<file path="src/dnsr_pkg.sv">
`timescale 1ns / 1ps
// ----------------------------------------------------------------------------
// dnsr_pkg
// Shared types, constants and helpers for the catch-all DNS responder.
// ----------------------------------------------------------------------------
package dnsr_pkg;

  localparam int WORD_BYTES   = 8;
  localparam int LB           = $clog2(WORD_BYTES);
  localparam int HEADER_BYTES = 12;
  localparam int ANSWER_BYTES = 16;
  // Zero byte that ends the name, then type and class.
  localparam int QTAIL_BYTES  = 5;

  localparam logic [31:0] ADDR_RESET = 32'hC0A8_0401;
  localparam logic [31:0] TTL_RESET  = 32'h0000_003C;

  localparam logic [15:0] QR_FLAG     = 16'h8000;
  localparam logic [15:0] REPLY_FLAGS = 16'h8180;
  localparam logic [15:0] NAME_PTR    = {8'hC0, 8'h0C};
  localparam logic [15:0] RR_TYPE_A   = 16'h0001;
  localparam logic [15:0] RR_CLASS_IN = 16'h0001;
  localparam logic [15:0] RR_RDLEN_A  = 16'h0004;

  // Header byte positions.
  localparam logic [3:0] HDR_FLAGS_HI = 4'd2;
  localparam logic [3:0] HDR_FLAGS_LO = 4'd3;
  localparam logic [3:0] HDR_QD_HI    = 4'd4;
  localparam logic [3:0] HDR_QD_LO    = 4'd5;
  localparam logic [3:0] HDR_AN_HI    = 4'd6;
  localparam logic [3:0] HDR_AN_LO    = 4'd7;
  localparam logic [3:0] HDR_NS_HI    = 4'd8;
  localparam logic [3:0] HDR_NS_LO    = 4'd9;
  localparam logic [3:0] HDR_AR_HI    = 4'd10;
  localparam logic [3:0] HDR_AR_LO    = 4'd11;

  // Configuration register indexes (byte address bit 2).
  localparam logic CFG_IDX_ADDR = 1'b0;
  localparam logic CFG_IDX_TTL  = 1'b1;

  typedef struct packed {
    logic load;
    logic hdr_rd;
    logic name_rd;
    logic name_step;
    logic p_init;
    logic qend_set;
    logic emit_rd;
    logic emit_wr;
    logic drop_wr;
  } dnsr_cmd_t;

  typedef struct packed {
    logic short_pkt;
    logic hdr_bad;
    logic name_end;
    logic label_zero;
    logic jump_out;
    logic q_bad;
    logic slot_free;
    logic emit_last;
  } dnsr_sts_t;

  // Byte of the appended A record at the given offset.
  function automatic logic [7:0] answer_byte(input logic [3:0]  off,
                                             input logic [31:0] ttl,
                                             input logic [31:0] addr);
    logic [7:0] b;
    case (off)
      4'd0:    b = NAME_PTR[15:8];
      4'd1:    b = NAME_PTR[7:0];
      4'd2:    b = RR_TYPE_A[15:8];
      4'd3:    b = RR_TYPE_A[7:0];
      4'd4:    b = RR_CLASS_IN[15:8];
      4'd5:    b = RR_CLASS_IN[7:0];
      4'd6:    b = ttl[31:24];
      4'd7:    b = ttl[23:16];
      4'd8:    b = ttl[15:8];
      4'd9:    b = ttl[7:0];
      4'd10:   b = RR_RDLEN_A[15:8];
      4'd11:   b = RR_RDLEN_A[7:0];
      4'd12:   b = addr[31:24];
      4'd13:   b = addr[23:16];
      4'd14:   b = addr[15:8];
      4'd15:   b = addr[7:0];
      default: b = 8'h00;
    endcase
    return b;
  endfunction

endpackage

</file>
<file path="src/dnsr_ctrl.sv">
`timescale 1ns / 1ps
// ----------------------------------------------------------------------------
// dnsr_ctrl
// Sequencer: load beats, check header, walk labels, emit reply or drop.
// ----------------------------------------------------------------------------
module dnsr_ctrl (
  input  logic                clk,
  input  logic                rst,
  input  logic                in_valid,
  input  logic                in_last,
  output logic                in_ready,
  input  dnsr_pkg::dnsr_sts_t sts,
  output dnsr_pkg::dnsr_cmd_t cmd
);

  localparam logic [3:0] S_LOAD     = 4'd0;
  localparam logic [3:0] S_HDR_RD   = 4'd1;
  localparam logic [3:0] S_HDR_CHK  = 4'd2;
  localparam logic [3:0] S_NAME_RD  = 4'd3;
  localparam logic [3:0] S_NAME_CHK = 4'd4;
  localparam logic [3:0] S_QEND     = 4'd5;
  localparam logic [3:0] S_EMIT_RD  = 4'd6;
  localparam logic [3:0] S_EMIT_WR  = 4'd7;
  localparam logic [3:0] S_DROP     = 4'd8;

  logic [3:0] state;
  logic [3:0] state_next;

  assign in_ready = (state == S_LOAD);

  always_comb begin
    state_next = state;
    cmd        = '0;
    case (state)
      S_LOAD: begin
        if (in_valid) begin
          cmd.load = 1'b1;
          if (in_last) begin
            state_next = S_HDR_RD;
          end
        end
      end
      S_HDR_RD: begin
        if (sts.short_pkt) begin
          state_next = S_DROP;
        end else begin
          cmd.hdr_rd = 1'b1;
          state_next = S_HDR_CHK;
        end
      end
      S_HDR_CHK: begin
        if (sts.hdr_bad) begin
          state_next = S_DROP;
        end else begin
          cmd.p_init = 1'b1;
          state_next = S_NAME_RD;
        end
      end
      S_NAME_RD: begin
        if (sts.name_end) begin
          state_next = S_QEND;
        end else begin
          cmd.name_rd = 1'b1;
          state_next  = S_NAME_CHK;
        end
      end
      S_NAME_CHK: begin
        if (sts.label_zero) begin
          state_next = S_QEND;
        end else if (sts.jump_out) begin
          state_next = S_DROP;
        end else begin
          cmd.name_step = 1'b1;
          state_next    = S_NAME_RD;
        end
      end
      S_QEND: begin
        if (sts.q_bad) begin
          state_next = S_DROP;
        end else begin
          cmd.qend_set = 1'b1;
          state_next   = S_EMIT_RD;
        end
      end
      S_EMIT_RD: begin
        cmd.emit_rd = 1'b1;
        state_next  = S_EMIT_WR;
      end
      S_EMIT_WR: begin
        if (sts.slot_free) begin
          cmd.emit_wr = 1'b1;
          state_next  = sts.emit_last ? S_LOAD : S_EMIT_RD;
        end
      end
      S_DROP: begin
        if (sts.slot_free) begin
          cmd.drop_wr = 1'b1;
          state_next  = S_LOAD;
        end
      end
      default: begin
        state_next = S_LOAD;
      end
    endcase
  end

  always_ff @(posedge clk) begin
    if (rst) begin
      state <= S_LOAD;
    end else begin
      state <= state_next;
    end
  end

endmodule

</file>
<file path="config.mk">
export PLATFORM = sky130hd
export DESIGN_NAME = dnsr_ctrl
export DESIGN_NICKNAME = d
export VERILOG_FILES = /design/src/dnsr_pkg.sv /design/src/dnsr_ctrl.sv
export SDC_FILE = /design/constraint.sdc
export NUM_CORES = 1
export LEC_CHECK = 0
export ABC_AREA = 1
export BUFFER_PORTS_ARGS = -buffer_cell sky130_fd_sc_hd__buf_2
export CAP_MARGIN = 20
export CORE_AREA = 3 3 40 42
export DETAILED_ROUTE_END_ITERATION = 10
export DIE_AREA = 0 0 43 45
export GPL_ROUTABILITY_DRIVEN = 0
export PLACE_DENSITY = 0.58
export SLEW_MARGIN = 10
export SYNTH_ARGS = -nofsm -noshare
export SYNTH_HDL_FRONTEND = slang
export SYNTH_SLANG_ARGS = --single-unit
</file>
<file path="constraint.sdc">
create_clock -name clk -period 1.2 [get_ports clk]
set_input_delay 0.12 -clock clk [delete_from_list [all_inputs] [get_ports clk]]
set_output_delay 0.12 -clock clk [all_outputs]
set_load 0.02 [all_outputs]
</file>
* Word level (Yosys, flattened, before mapping) *
Cells that the tools add are included.

word-level totals
  flip-flop bits (word level) = 4
  latch bits = 0
  bits in writable memories = 0
  memory bits (read-only) = 0
  memories = 0

operators by class
  add/sub/neg operators = 0
  multipliers = 0
  div/mod/pow operators = 0
  order comparisons = 0
  eq/ne operators = 12
  shift-type cells = 0
  muxes and demuxes = 29
  bitwise gates (word level) = 0
  reduce and logical (&&, ||, !) cells = 2

operators by type and width
  operator              count
  $mux W4               9
  $pmux W4 S9           1
  $mux W1               18
  $eq A4 B3 Y1 const B  4
  $eq A4 B2 Y1 const B  2
  $ne A2 B2 Y1 const B  4
  $eq A4 B1 Y1 const B  1
  $eq A4 B4 Y1 const B  1
  $logic_not A4 Y1      1
  $reduce_and A4 Y1     1
  $mux W3               1

* Longest topological paths before layout *
  word-level depth = 3
  mapped depth = 8

* Worst setup path before layout *
Ideal clock, no wire load.

  kind = register -> register
  from = reg state[3]
  to = reg state[1]
  arrival time = 1.089 ns
  data required time = 1.134 ns
  path slack = 0.045 ns
  cell stages (with the launch flop) = 8
  path buffers = 0
  period minus slack after synthesis = 1.155 ns
  cells stage by stage = dfxtp_1 nor2_2 nand2_2 nor2_4 nor2_1 nand2_1 nand2_1 a21oi_2

between the ends
  longest elaborated chain between the ends = 3
  elaborated cells on any way between the ends = 15
  those cells by class = eq/ne (12); mux (1); reduce/logical (2)

ends and longest elaborated chain
  what                                        line              text
  start, declared                             dnsr_ctrl.sv:26   logic [3:0] state;
  start signal, assigned                      dnsr_ctrl.sv:111  state <= state_next;
  $eq A4 B3 Y1, or another cell as far along  dnsr_ctrl.sv:34   case (state)
  $ne A2 B2 Y1 (no source line)               --
  $reduce_and A4 Y1 (no source line)          --

Several ways; a longest one is shown, not always the timed one.
A chain may end at the register's enable or synchronous reset.

==> results.md <==
* Status: finished with violations
* Violated checks: negative setup slack
* Worst R2R End: state[2]
* Post-Route Setup TNS at -319.3 ps
* Final setup viols at 13
* Core Rows at 13
* Post-DP HPWL at 942.1 um
* Max-slew headroom at 85.87%
* Mapped cell area at 432.9 um2
* Switching portion of total power at 35.86%
* DRT antenna net count at 0
* Top post-synthesis cells by area: dfxtp_1, inv_1, nand2_1
* Fin crit share at 105.7%
* IR drop worst, VDD at 0.0004743 V
* CP startpoint: state[0]
* DRC at 0
* Max-Cap Viols at 0
* Clk pwr share at 29.1%
* R2R Setup Slk at -10 ps
* CTS tree: done
* Crit path time final at 1268 ps
* Area growth syn-to-layout at 83.53%
* Synth warnings at 0
* DR vias at 598
* CP max stage cell: dfxtp_4
* Largest net degree at the start of global routing at 7
* PortBufs at 21
* Worst skew pair latency at 230 ps
* Regs by FF count: state x4
* Worst Path Class, Setup: register to output port
* Yosys top cell area share at 18.50%
* Layout cells sized above 1 at 62.28%
* Crit. End Element: output port
* # IOs at 22
* Clk buf depth at 2
* Power Density at 711.1 nW/um2
* Endpoints failing hold at 0
* Min-delay worst type: input pin to register
* Synth Area per Inst at 5.550 um2
* Final core utilization at 61.83%
* Via/cell ratio at 4.636
* Root Driver: clkbuf_4
* Post-CTS Hold Buffers at 0
* #FFs+latches synth at 4
* CP max FO at 5
* Vias in the first global route at 584
* H-tree depth at 1
* Largest area contributor in the synthesized netlist: dfxtp_1
* Detailed Routing Iterations Pass 1 at 4
* R2R depth at 8
* Initial core utilization at 33.69%
* Sequential share of power at 27.8%
* Initial antenna violation count at 0
* Sequential fraction of the synthesis area at 18.50%
* Worst path required time at 1080 ps
* Layout Nets at 128
* Max-slew violations at 0
* Non-filler instance count after layout at 129
* Clk sinks at 4
* Worst endpoint data arrival time at 1150 ps
* Starting DRT DRC Count at 9
* RSZ-0062 raised after global routing: true
* WL/cell at 10.71 um
* Grt total ovfl at 0
* Total CTS buffers at 3
* Largest register FFs at 4
* Mapped Cells at 78
* Core area at 1285 um2
* Origin of the critical flop-to-flop path: state[2]
* Placed cells at 114
* ANT cells at 0
* Worst setup SP type: register
* Max Clk Rate at 0.7883 GHz
* Internal power at 362.4 uW
* Power Total at 564.9 uW
* Full die area at 1935 um2
* Routed WL at 1381 um
* Logic pwr share at 43.1%
* Syn nets at 90
* Leak pwr at 0.0004305 uW
* HP Start: rst
* Total GRT Usage at 16.54%
* Net Sw Power at 202.6 uW
* Tightest Pin Transition at 210.3 ps
* Height of the die at 45 um
* Synth cell types at 14
* Largest register by flop count: state
* Die width at 43 um
* Worst setup path endpoint: cmd[0]
* Critical-path cell list: nor2_4 > nand2_2 > nor2_1 > buf_4
* Worst Clk Skew at 0.8306 ps
* Worst Setup Slack, final at -68.48 ps
* First-pass GRT wire length at 2415 um
* Clk slew on worst S/H paths at 40 ps
* Max stage delay on crit path at 360 ps
## critical path: cells and delay by family, from the launching register on
| family | cells | cell delay [ps] |
|---|---|---|
| simple gates | 3 | 400 |
| buf+inv | 1 | 150 |
| flops | 1 | 360 |
## synth_stat cells
cell type  number
nor2_2          4
o21ai_0         3
inv_1          17
nand2_2         2
nor3_1          2
nor2_4          2
a21oi_2         2
nand3_2         2
dfxtp_1         4
nor2_1         11
a21oi_1         3
nand3_1        10
nand2_1        15
inv_2           1
## cell type report
type / instances / area [um2]
repair buffers: 32 / 239.0
clock buffers: 3 / 22.52
multi-input cells: 57 / 349.1
flip-flops and latches: 4 / 95.09
well taps: 15 / 18.77
fillers: 133 / 490.5
inverters: 18 / 70.07
## worst min-delay path by stage
stage | end | cells past startpoint | slack [ps]
floorplan | state[1] | 1 | 180
global placement | state[1] | 2 | 330
detailed placement | state[1] | 2 | 330
CTS | state[1] | 2 | 80
global route | state[1] | 2 | 70
finish | state[1] | 2 | 80
## kinds of logic after synthesis
logic type | Yosys count | synth area share, %
and+or+nand+nor | 48 | 54.91
AOI/OAI and AO/OA | 8 | 10.98
DFF | 4 | 18.50
buffers and inverters | 18 | 15.61
## power by group through the flow
stage	clock network, uW	registers, uW	logic, uW
2_1_floorplan	0	154	111
3_3_place_gp	0	154	165
3_5_place_dp	0	155	167
4_1_cts	168	157	224
5_1_grt	184	158	265
6_report	164	157	243
## metrics by stage
| stage | setup WS, ps | hold slack [ps] | instance area (um2) |
|---|---|---|---|
| after floorplan | 44.60 | 182.4 | 432.9 |
| after global placement | -46.61 | 331.2 | 556.8 |
| after detailed placement | -56.20 | 332.6 | 556.8 |
| after CTS | -69.05 | 78.41 | 762.0 |
| after global routing | -146.7 | 72.73 | 794.5 |
| final | -68.48 | 83.15 | 794.5 |
## timing repair
action,CTS,global route
resized for setup,44,8
pin swaps,9,7
cloned,1,0
endpoints found under the setup margin,12,14
setup buffers,9,2
## cells in the final DEF, fill, tap and decap left out, drive strengths merged
| cell type | n |
|---|---|
| a21oi | 5 |
| buf | 32 |
| clkbuf | 3 |
| dfxtp | 4 |
| inv | 18 |
| nand2 | 17 |
| nand3 | 12 |
| nor2 | 18 |
| nor3 | 2 |
| o21ai | 3 |
## layer usage
layer  global-route usage (%)  routed length, um  vias to the layer above
met1                    18.47                582                      261
met2                    29.94                704                       20
met5                        0                  0                        -
li1                         -                  -                      313
met4                    8.434                 25                        0
met3                    3.187                 68                        4
(Power assumes the default switching activity.)
